==> config.mk <==
export PLATFORM = sky130hd
export DESIGN_NAME = vlan_ip_icmp_parity_filter_unit
export DESIGN_NICKNAME = d
export VERILOG_FILES = /design/src/hw/rtl/vipf_pkg.sv /design/src/hw/rtl/vipf_parser.sv /design/src/hw/rtl/vlan_ip_icmp_parity_filter_unit.sv
export SDC_FILE = /design/constraint.sdc
export NUM_CORES = 1
export LEC_CHECK = 0
export BUFFER_PORTS_ARGS = -buffer_cell sky130_fd_sc_hd__buf_2
export CAP_MARGIN = 40
export CORE_MARGIN = 2
export CORE_UTILIZATION = 48
export DETAILED_ROUTE_END_ITERATION = 7
export GPL_ROUTABILITY_DRIVEN = 0
export PLACE_DENSITY = 0.71
export SYNTH_ARGS = -nofsm -noshare
export SYNTH_HDL_FRONTEND = slang
export SYNTH_HIERARCHICAL = 1
export SYNTH_SLANG_ARGS = --single-unit
export TNS_END_PERCENT = 50
==> constraint.sdc <==
create_clock -name clk -period 2 [get_ports clk]
set_input_delay 0.3 -clock clk [delete_from_list [all_inputs] [get_ports clk]]
set_output_delay 0.3 -clock clk [all_outputs]
set_load 0.005 [all_outputs]
==> src/hw/rtl/vipf_pkg.sv <==
package vipf_pkg;

  typedef enum logic [2:0] {
    PH_ETH  = 3'd0,
    PH_VLAN = 3'd1,
    PH_IP4  = 3'd2,
    PH_IP6  = 3'd3,
    PH_ICMP = 3'd4,
    PH_DONE = 3'd5
  } phase_t;

  localparam int unsigned OFF_W    = 7;
  localparam int unsigned TAG_CNT_W = 4;

  localparam logic [15:0] TYPE_VLAN = 16'h8100;
  localparam logic [15:0] TYPE_IP4  = 16'h0800;
  localparam logic [15:0] TYPE_IP6  = 16'h86DD;

  localparam logic [7:0] PROTO_ICMP4 = 8'd1;
  localparam logic [7:0] PROTO_ICMP6 = 8'd58;

  // byte offsets inside each header
  localparam logic [OFF_W-1:0] ETH_TYPE_HI  = 7'd12;
  localparam logic [OFF_W-1:0] ETH_TYPE_LO  = 7'd13;
  localparam logic [OFF_W-1:0] VLAN_TYPE_HI = 7'd2;
  localparam logic [OFF_W-1:0] VLAN_TYPE_LO = 7'd3;
  localparam logic [OFF_W-1:0] IP4_PROTO    = 7'd9;
  localparam logic [OFF_W-1:0] IP4_END      = 7'd19;
  localparam logic [OFF_W-1:0] IP6_NXT_HDR  = 7'd6;
  localparam logic [OFF_W-1:0] IP6_END      = 7'd39;
  localparam logic [OFF_W-1:0] ICMP_SEQ_HI  = 7'd6;
  localparam logic [OFF_W-1:0] ICMP_SEQ_LO  = 7'd7;

  typedef struct packed {
    logic       step;
    logic [7:0] data;
    logic       last;
  } parse_in_t;

endpackage

==> src/hw/rtl/vipf_parser.sv <==
module vipf_parser #(
  parameter int unsigned VLAN_DEPTH = 2
) (
  input  logic               clk,
  input  logic               rst_n,
  input  vipf_pkg::parse_in_t pin,
  output logic               verdict
);
  import vipf_pkg::*;

  phase_t                 phase_r, phase_nxt;
  logic [OFF_W-1:0]       off_r, off_nxt;
  logic [7:0]             type_hi_r, type_hi_nxt;
  logic [TAG_CNT_W-1:0]   tag_cnt_r, tag_cnt_nxt;
  logic                   is_ipv6_r, is_ipv6_nxt;
  logic                   drop_pend_r, drop_pend_nxt;
  logic [15:0]            type_full;
  logic                   drop_set;

  assign type_full = {type_hi_r, pin.data};

  // next-state logic for one byte
  always_comb begin
    phase_nxt     = phase_r;
    off_nxt       = off_r + 1'b1;
    type_hi_nxt   = type_hi_r;
    tag_cnt_nxt   = tag_cnt_r;
    is_ipv6_nxt   = is_ipv6_r;
    drop_set      = 1'b0;
    case (phase_r)
      PH_ETH, PH_VLAN: begin
        if (off_r == ((phase_r == PH_ETH) ? ETH_TYPE_HI : VLAN_TYPE_HI)) begin
          type_hi_nxt = pin.data;
        end else if (off_r == ((phase_r == PH_ETH) ? ETH_TYPE_LO : VLAN_TYPE_LO)) begin
          off_nxt = '0;
          if (type_full == TYPE_VLAN &&
              tag_cnt_r < TAG_CNT_W'(VLAN_DEPTH)) begin
            tag_cnt_nxt = tag_cnt_r + 1'b1;
            phase_nxt   = PH_VLAN;
          end else if (type_full == TYPE_IP4) begin
            phase_nxt = PH_IP4;
          end else if (type_full == TYPE_IP6) begin
            is_ipv6_nxt = 1'b1;
            phase_nxt   = PH_IP6;
          end else begin
            phase_nxt = PH_DONE;
          end
        end
      end
      PH_IP4: begin
        if (off_r == IP4_PROTO && pin.data != PROTO_ICMP4) begin
          phase_nxt = PH_DONE;
        end else if (off_r == IP4_END) begin
          phase_nxt = PH_ICMP;
          off_nxt   = '0;
        end
      end
      PH_IP6: begin
        if (off_r == IP6_NXT_HDR && pin.data != PROTO_ICMP6) begin
          phase_nxt = PH_DONE;
        end else if (off_r == IP6_END) begin
          phase_nxt = PH_ICMP;
          off_nxt   = '0;
        end
      end
      PH_ICMP: begin
        if (off_r == ICMP_SEQ_HI) begin
          type_hi_nxt = pin.data;
        end else if (off_r == ICMP_SEQ_LO) begin
          // sequence parity is the low bit of its second byte
          drop_set  = ~pin.data[0];
          phase_nxt = PH_DONE;
        end
      end
      default: begin
        off_nxt = '0;
      end
    endcase
    drop_pend_nxt = drop_pend_r | drop_set;
  end

  assign verdict = drop_pend_nxt;

  always_ff @(posedge clk) begin
    if (!rst_n || (pin.step && pin.last)) begin
      phase_r     <= PH_ETH;
      off_r       <= '0;
      type_hi_r   <= '0;
      tag_cnt_r   <= '0;
      is_ipv6_r   <= 1'b0;
      drop_pend_r <= 1'b0;
    end else if (pin.step) begin
      phase_r     <= phase_nxt;
      off_r       <= off_nxt;
      type_hi_r   <= type_hi_nxt;
      tag_cnt_r   <= tag_cnt_nxt;
      is_ipv6_r   <= is_ipv6_nxt;
      drop_pend_r <= drop_pend_nxt;
    end
  end

endmodule

==> src/hw/rtl/vlan_ip_icmp_parity_filter_unit.sv <==
// Channel  | Direction | Ports                              | Meaning
// ---------+-----------+------------------------------------+------------------------------
// in       | input     | in_valid in_ready in_data_byte     | one frame byte per transfer,
//          |           | in_last_byte                       | last byte flagged
// out      | output    | out_valid out_ready out_drop       | one verdict per frame
//
// One byte per clock sustained while no verdict stalls: the byte sits in the
// input register while the parser updates its header state, verdict goes to the
// output register. out_valid rises once the last byte has left the input
// register and its verdict has been loaded into the output register.
// Reset (rst_n low, synchronous) returns parser and both registers to empty.
// A stalled verdict holds only a last byte in the input register; other
// bytes keep flowing.
module vlan_ip_icmp_parity_filter_unit #(
  parameter int unsigned VLAN_DEPTH = 2
) (
  input  logic       clk,
  input  logic       rst_n,
  input  logic       in_valid,
  output logic       in_ready,
  input  logic [7:0] in_data_byte,
  input  logic       in_last_byte,
  output logic       out_valid,
  input  logic       out_ready,
  output logic       out_drop
);
  import vipf_pkg::*;

  logic       in_vld_r;
  logic [7:0] in_data_r;
  logic       in_last_r;
  logic       out_vld_r;
  logic       out_drop_r;
  logic       consume;
  logic       verdict;
  parse_in_t  pin;

  assign consume  = in_vld_r && (!in_last_r || !out_vld_r || out_ready);
  assign in_ready = !in_vld_r || consume;

  assign pin.step = consume;
  assign pin.data = in_data_r;
  assign pin.last = in_last_r;

  vipf_parser #(
    .VLAN_DEPTH(VLAN_DEPTH)
  ) u_parser (
    .clk     (clk),
    .rst_n   (rst_n),
    .pin     (pin),
    .verdict (verdict)
  );

  always_ff @(posedge clk) begin
    if (!rst_n) begin
      in_vld_r <= 1'b0;
    end else if (in_ready) begin
      in_vld_r <= in_valid;
    end
  end

  always_ff @(posedge clk) begin
    if (in_ready && in_valid) begin
      in_data_r <= in_data_byte;
      in_last_r <= in_last_byte;
    end
  end

  always_ff @(posedge clk) begin
    if (!rst_n) begin
      out_vld_r <= 1'b0;
    end else if (consume && in_last_r) begin
      out_vld_r <= 1'b1;
    end else if (out_ready) begin
      out_vld_r <= 1'b0;
    end
  end

  always_ff @(posedge clk) begin
    if (consume && in_last_r) begin
      out_drop_r <= verdict;
    end
  end

  assign out_valid = out_vld_r;
  assign out_drop  = out_drop_r;

endmodule
==> results of run 1 <==
[power by group]
part | internal (mW) | switching (mW) | total, mW
clock | 0.243 | 0.255 | 0.499
combinational | 0.0354 | 0.0466 | 0.0820
sequential | 0.745 | 0.0158 | 0.761
total | 1.02 | 0.318 | 1.34
[per-layer routing]
metal | share of wire | up-vias
li1 | - | 768
met4 | 0.013 | 0
met5 | 0 | -
met3 | 0.046 | 6
met2 | 0.51 | 64
met1 | 0.43 | 750
[state kept, by name, summed over array words and instances, names as in the netlist]
| register | count |
|---|---|
| in_data_r | 8 |
| u_parser/type_hi_r | 8 |
| u_parser/off_r | 7 |
| u_parser/tag_cnt_r | 4 |
| u_parser/phase_r | 3 |
| in_last_r | 1 |
| in_vld_r | 1 |
| out_drop | 1 |
| out_valid | 1 |
| u_parser/drop_pend_r | 1 |
[through the flow]
step	std cells	total power, mW
3_3_place_gp	260	0.852
6_report	270	1.34
3_5_place_dp	260	0.854
2_1_floorplan	192	0.816
5_1_grt	270	1.39
4_1_cts	268	1.35
[synthesized netlist by cell type (2+ instances only)]
cell type,number,area [um^2]
and4_1,3,26.3
nor3_1,7,35.0
or3_1,2,12.5
nand3_1,4,20.0
a211oi_2,2,25.0
mux2i_1,11,110
buf_6,2,22.5
ha_1,4,50.1
nor4b_1,3,26.3
nor2b_1,3,18.8
and3_1,4,25.0
a211oi_1,3,22.5
a31o_2,2,17.5
and2_1,3,18.8
nand2b_1,3,18.8
clkbuf_1,3,11.3
nand4_1,2,12.5
nand2_1,12,45.0
a21oi_1,9,45.0
o21ai_0,2,10.0
edfxtp_1,10,300
buf_2,3,15.0
nand3b_1,5,37.5
a31oi_1,4,25.0
dfxtp_1,25,500
inv_1,4,15.0
a21boi_1,3,22.5
nor2_1,26,97.6
a21o_1,2,15.0
a22o_1,2,17.5
nor3b_1,2,15.0
[worst register-to-register path, delay by kind of cell (launching register included)]
kind             cells  cell delay (ns)
flip-flops           1             0.35
AND/OR/NAND/NOR      2             0.47
AO/OA/AOI/OAI        3             0.94
multiplexers         1             0.17
[worst min-delay path by stage]
stage                                             from                                 end  cells after the start
floorplan                              in_data_byte[0]              in_data_r[0]$_DFFE_PP_                      0
global placement    u_parser/tag_cnt_r[2]$_SDFFE_PP0P_  u_parser/tag_cnt_r[2]$_SDFFE_PP0P_                      2
detailed placement  u_parser/tag_cnt_r[2]$_SDFFE_PP0P_  u_parser/tag_cnt_r[2]$_SDFFE_PP0P_                      2
CTS                                    in_data_byte[3]              in_data_r[3]$_DFFE_PP_                      1
global route                              in_last_byte                 in_last_r$_DFFE_PP_                      1
finish                                 in_data_byte[3]              in_data_r[3]$_DFFE_PP_                      1
[final cells by class]
cell class / count / share of cell area
Multi-Input combinational cell: 145 / 0.476
Clock inverter: 2 / 0.00568
Clock buffer: 6 / 0.0329
Inverter: 4 / 0.00681
Timing Repair Buffer: 30 / 0.0852
Tap cell: 48 / 0.0273
Sequential cell: 35 / 0.366
[cell families (layout without fill, tap and decap cells)]
kind of cell,Yosys count,in the layout
buf+inv,12,42
fa+ha+maj,4,4
compound gates,38,38
simple gates,89,89
xor+xnor,2,2
flops,35,35
mux,12,12
[repair_timing]
action                     4_1_cts  5_1_grt
setup endpoints to repair        2       15
gates resized for setup          0        6
pin swaps                        1        6
setup buffers                    0        2
hold endpoints to repair         0        0
gates cloned                     0        0
==> key figures, run 1 <==
CTS
  – Later-pin clock latency in the skew report: 0.28 ns
  – Hold buffer count at CTS: 0
  – CTS tree: yes
  – Clk sink count: 35
  – Max clock buf depth: 2
  – Clock root cell: clkbuf_8
  – H-tree Lvls: 2
  – Clock slew seen by the registers of the worst setup and hold paths: 0.07 ns
  – Inserted Clock Buffers: 5

Critical path
  – WP data arrival: 2.20 ns
  – CP Capture Type: flip-flop
  – CP top delay family: compound AO/OA/AOI/OAI gates
  – WP data required: 2.22 ns
  – Reg2Reg Launch Point: u_parser/off_r[6]$_SDFFE_PP0P_
  – Max stage delay on crit path: 0.43 ns
  – Max FO, Critical Path: 3
  – Buf+Inv Stages, Crit Path: 0
  – R2r endpoint: u_parser/phase_r[1]$_SDFFE_PP0P_
  – Crit-path slowest cell: a2111oi_4
  – Crit Path Class: flip-flop to flip-flop
  – Crit path to: u_parser/phase_r[1]$_SDFFE_PP0P_
  – Launch point of the worst path: u_parser/off_r[6]$_SDFFE_PP0P_
  – R2R depth: 6
  – Instance count on the critical path: 6
  – CP Launch Type: flip-flop
  – R2R setup slack: 0.01 ns
  – Cell Chain, Critical Path: nor4b_4, nand3b_1, a41o_1, a2111oi_4, o21a_2, mux2i_1

Power and ir drop
  – VDD IR-drop max: 0.000402 V
  – PwrDens: 609 mW/mm^2
  – Static leakage: 0.943 nW

Routing
  – DRT Pass-1 Iters: 4
  – Via Count: 1588
  – DRC Markers: 0
  – Final Routed Wirelength: 4290 um
  – Post-DRT Antenna Nets: 0
  – Via density per instance: 5.88
  – Detailed Route Iter0 Violations: 111
  – DR WL/cell: 15.9 um

STA
  – Final Max Slew Viols: 0
  – Hold Vio Cnt, Final: 0
  – Hold WS: 0.190 ns
  – Fin crit period: 1.99 ns
  – Relative slew margins: 0.713
  – TNS Setup: 0 ns
  – Worst-margin pin slew: 0.425 ns
  – Fmax achieved: 504 MHz
  – Final setup margin: 0.0146 ns
  – Worst Skew: 0.00521 ns
  – RSZ-0062 raised after global routing: true
  – Final setup fails: 0
  – Fin crit share: 0.993

Finish
  – Most frequent cells in the layout: nor2_1, dfxtp_1, buf_2, buf_4, nand2_1
  – Register area: 806 um^2
  – Post-layout util: 0.589
  – Share of layout cells above drive strength 1: 0.252
  – Ant diodes: 0
  – Final instance area: 0.00220 mm^2
  – Multi-input logic area: 0.00105 mm^2
  – # fillers: 357
  – Nets: 238
  – Synth-to-layout area growth: 15.8%
  – Most common cell after layout, fill and taps aside: nor2_1

Global route
  – Gr busiest metal: met2
  – Total GRT Usage: 0.207
  – Congestion Overflow GR: 0
  – Largest net degree at the start of global routing: 16
  – Met2 usage: 0.360
  – Initial antenna violation count: 0
  – Vias in the first global route: 1541
  – Met3 track demand over resource: 0.0473
  – Met1 GRT Util: 0.254
  – First-pass GRT wire length: 7000 um

Yosys
  – Largest family of logic cells by synthesized area: simple AND/OR/NAND/NOR gates
  – Synth Register Bits: 35
  – Mapped cell area: 0.00190 mm^2
  – Main flop type after synthesis: dfxtp_1
  – Post-Synth XOR/XNOR Area: 0.00920
  – Post-synthesis compound-gate area fraction: 0.160
  – Syn_area_per_cell: 9.91 um^2
  – Synth Net Count: 209
  – Register area share after synthesis: 0.421
  – Simple-gate share of the synthesized area: 0.285
  – Post-synthesis mux area share: 0.0657
  – Cells after Synth: 192
  – Async SR Flop Fraction: 0
  – Synth Warn #: 6
  – Count of unique library cells instantiated by Yosys: 53
  – EDFF count, synth: 10
  – Synth Area in Adders: 0.0263

Floorplan
  – Die width: 67.0 um
  – Rows: 22
  – Placeable Area: 0.00374 mm^2
  – Die Height: 67.0 um
  – Die area: 0.00448 mm^2
  – Initial Util: 0.508
  – Num ports: 16

Flow run
  – Max cap viols: 0

Placed design
  – Count of input and output buffers: 15
  – Placed cell areas: 0.00209 mm^2
  – Place WS: 0.00742 ns
  – Post-DP HPWL: 3130 um

Worst hold path
  – Min-Delay Path Class: input pin to flip-flop

Outcome
  – Outcome: finished, final reports clean
Note: power is estimated with default switching activity, not from simulation.
==> inputs of run 2 (changes only) <==
--- a/config.mk
+++ b/config.mk
@@ -5,12 +5,14 @@
 export SDC_FILE = /design/constraint.sdc
 export NUM_CORES = 1
 export LEC_CHECK = 0
+export ABC_AREA = 1
 export BUFFER_PORTS_ARGS = -buffer_cell sky130_fd_sc_hd__buf_2
 export CAP_MARGIN = 40
 export CORE_MARGIN = 2
 export CORE_UTILIZATION = 48
 export DETAILED_ROUTE_END_ITERATION = 7
 export GPL_ROUTABILITY_DRIVEN = 0
+export MAX_ROUTING_LAYER = met4
 export PLACE_DENSITY = 0.71
 export SYNTH_ARGS = -nofsm -noshare
 export SYNTH_HDL_FRONTEND = slang
==> run 2 against run 1 <==
  * Clock power up 27%
  * Flip-flop and latch count did not move
  * Count of clock-buffer cells in the layout unchanged
  * Sequential power about the same
  * Final cell count up 32%
==> key figures, run 2 <==
Outcome
  – Outcome: finished, final reports clean

Routing
  – DRC Markers: 0
  – Detailed Route Iter0 Violations: 133
  – Via Count: 1748
  – DRT Pass-1 Iters: 4
  – Final Routed Wirelength: 4220 um
  – Post-DRT Antenna Nets: 0
  – DR WL/cell: 11.9 um
  – Via density per instance: 4.91

Floorplan
  – Die width: 68.1 um
  – Rows: 23
  – Placeable Area: 0.00397 mm^2
  – Die area: 0.00464 mm^2
  – Initial Util: 0.497
  – Die Height: 68.1 um
  – Num ports: 16

Yosys
  – Async SR Flop Fraction: 0
  – EDFF count, synth: 10
  – Synth Area in Adders: 0.0254
  – Main flop type after synthesis: dfxtp_1
  – Synth top area share: 0.254
  – Top-count cell post-synth: nor2_1
  – Syn_area_per_cell: 7.00 um^2
  – Count of unique library cells instantiated by Yosys: 32
  – Synth Register Bits: 35
  – Top post-synthesis cells by count: nor2_1, nand2_1, inv_1
  – Cells after Synth: 282
  – Register area share after synthesis: 0.406
  – Synth Warn #: 6
  – Post-Synth XOR/XNOR Area: 0.00888
  – Largest cells by area after synthesis: dfxtp_1, edfxtp_1, nor2_1
  – Post-synth top area cell: dfxtp_1
  – Synth Net Count: 299
  – Post-synthesis compound-gate area fraction: 0.0837
  – Post-synthesis mux area share: 0
  – Simple-gate share of the synthesized area: 0.393
  – Largest family of logic cells by synthesized area: simple AND/OR/NAND/NOR gates
  – Mapped cell area: 0.00197 mm^2

Finish
  – Post-layout util: 0.561
  – Synth-to-layout area growth: 12.9%
  – # fillers: 382
  – Ant diodes: 0
  – Share of layout cells above drive strength 1: 0.160
  – Nets: 322
  – Final instance area: 0.00223 mm^2
  – Post-route insts no fill: 356
  – Top flop regs: in_data_r x8, u_parser/type_hi_r x8, u_parser/off_r x7
  – Most common cell after layout, fill and taps aside: nor2_1
  – Most frequent cells in the layout: nor2_1, nand2_1, inv_1

CTS
  – Hold buffer count at CTS: 0
  – Inserted Clock Buffers: 5
  – Clock root cell: clkbuf_8
  – Clk sink count: 35
  – H-tree Lvls: 2
  – CTS tree: yes
  – Cts repair resizes: 0
  – Clock slew seen by the registers of the worst setup and hold paths: 0.07 ns
  – Later-pin clock latency in the skew report: 0.29 ns
  – Post-CTS Setup Inserts: 0
  – Max clock buf depth: 2

STA
  – Fin crit share: 0.876
  – Final Max Slew Viols: 0
  – TNS Setup: 0 ns
  – Final setup fails: 0
  – RSZ-0062 raised after global routing: false
  – Worst Skew: 0.00829 ns
  – Hold Vio Cnt, Final: 0
  – Fmax achieved: 571 MHz
  – Relative slew margins: 0.709
  – Fin crit period: 1.75 ns
  – Worst-margin pin slew: 0.436 ns

Worst hold path
  – HP Start: in_data_byte[3]
  – Min-Delay Path Class: input pin to flip-flop

Placed design
  – Count of input and output buffers: 15
  – Placed Cells incl. Taps: 348
  – Post-DP HPWL: 3100 um
  – Placed cell areas: 0.00212 mm^2

Flow run
  – Max cap viols: 0

Global route
  – Congestion Overflow GR: 0
  – Initial antenna violation count: 0
  – Total GRT Usage: 0.209
  – First-pass GRT wire length: 6980 um
  – Largest net degree at the start of global routing: 15
  – Vias in the first global route: 1639

Critical path
  – Max FO, Critical Path: 7
  – Crit-path slowest cell: dfxtp_1
  – WP data required: 2.18 ns
  – Launch point of the worst path: u_parser/off_r[0]$_SDFFE_PP0P_
  – CP Launch Type: flip-flop
  – Reg2Reg Launch Point: u_parser/off_r[0]$_SDFFE_PP0P_
  – CP Capture Type: flip-flop
  – Crit Path Class: flip-flop to flip-flop
  – Crit path top cell by count: nor2_1
  – WP data arrival: 1.93 ns
  – Max stage delay on crit path: 0.46 ns
  – Cell Chain, Critical Path: ha_1, nand3_1, nor2_1, nor2_1, nand2_1, nand2_2, nor2_4, nand2_4, nor2_1, nor2_2

Power and ir drop
  – Static leakage: 0.981 nW
  – PwrDens: 662 mW/mm^2
  – Total power: 1.48 mW
  – VDD IR-drop max: 0.000493 V
run 2: changes by cell type after synthesis, moves of 5 or more:
cell / before / now
nor2_1: 26 / 61
nor2_2: 0 / 5
nand3_1: 4 / 25
mux2i_1: 11 / 0
nand2_1: 12 / 58
nor3_1: 7 / 2
nand2_2: 0 / 5
inv_1: 4 / 34
o21ai_0: 2 / 9
run 2: layout make-up:
class,count,area (um^2),share of cell area
repair buffers,18,97.6,0.0438
well taps,50,62.6,0.0281
clock buffers,6,72.6,0.0326
clock inverters,2,37.5,0.0169
multi-input cells,206,1010,0.453
inverters,39,148,0.0663
flip-flops and latches,35,801,0.360
run 2: path summary, 6_finish.rpt:
path                                              to  depth (start not counted)  slack, ns
hold reg to reg   u_parser/tag_cnt_r[3]$_SDFFE_PP0P_                          2       0.43
setup / recovery    u_parser/phase_r[2]$_SDFFE_PP0P_                         10       0.25
setup reg to reg    u_parser/phase_r[2]$_SDFFE_PP0P_                         10       0.25
hold / removal                in_data_r[3]$_DFFE_PP_                          1       0.18
run 2: through the flow:
stage / setup WS [ns] / hold slack (ns)
floorplan: 0.245 / 0.398
global placement: 0.307 / 0.415
detailed placement: 0.286 / 0.417
CTS: 0.247 / 0.170
global route: 0.0884 / 0.163
finish: 0.249 / 0.179
run 2: logic make-up after synthesis:
logic type | count (synthesis)
flops | 35
xor+xnor | 2
simple gates | 171
fa+ha+maj | 4
compound gates | 29
buf+inv | 41
run 2: metal layers:
metal | part of all wire | wire length [um] | GRT usage
met2 | 0.46 | 1950 | 0.331
met3 | 0.038 | 159 | 0.0444
met1 | 0.48 | 2050 | 0.256
met5 | 0 | 0 | -
met4 | 0.015 | 65 | 0.0900
run 2: worst max-delay path: cells and delay by family (launching register included):
kind                       cells  cell delay, ns
adders and majority gates      1            0.29
DFF                            1            0.46
and+or+nand+nor                9            0.88
run 2: power breakdown:
group / internal, mW / total (mW) / switching [mW]
clock: 0.372 / 0.632 / 0.260
combinational: 0.0316 / 0.0825 / 0.0509
sequential: 0.745 / 0.761 / 0.0164
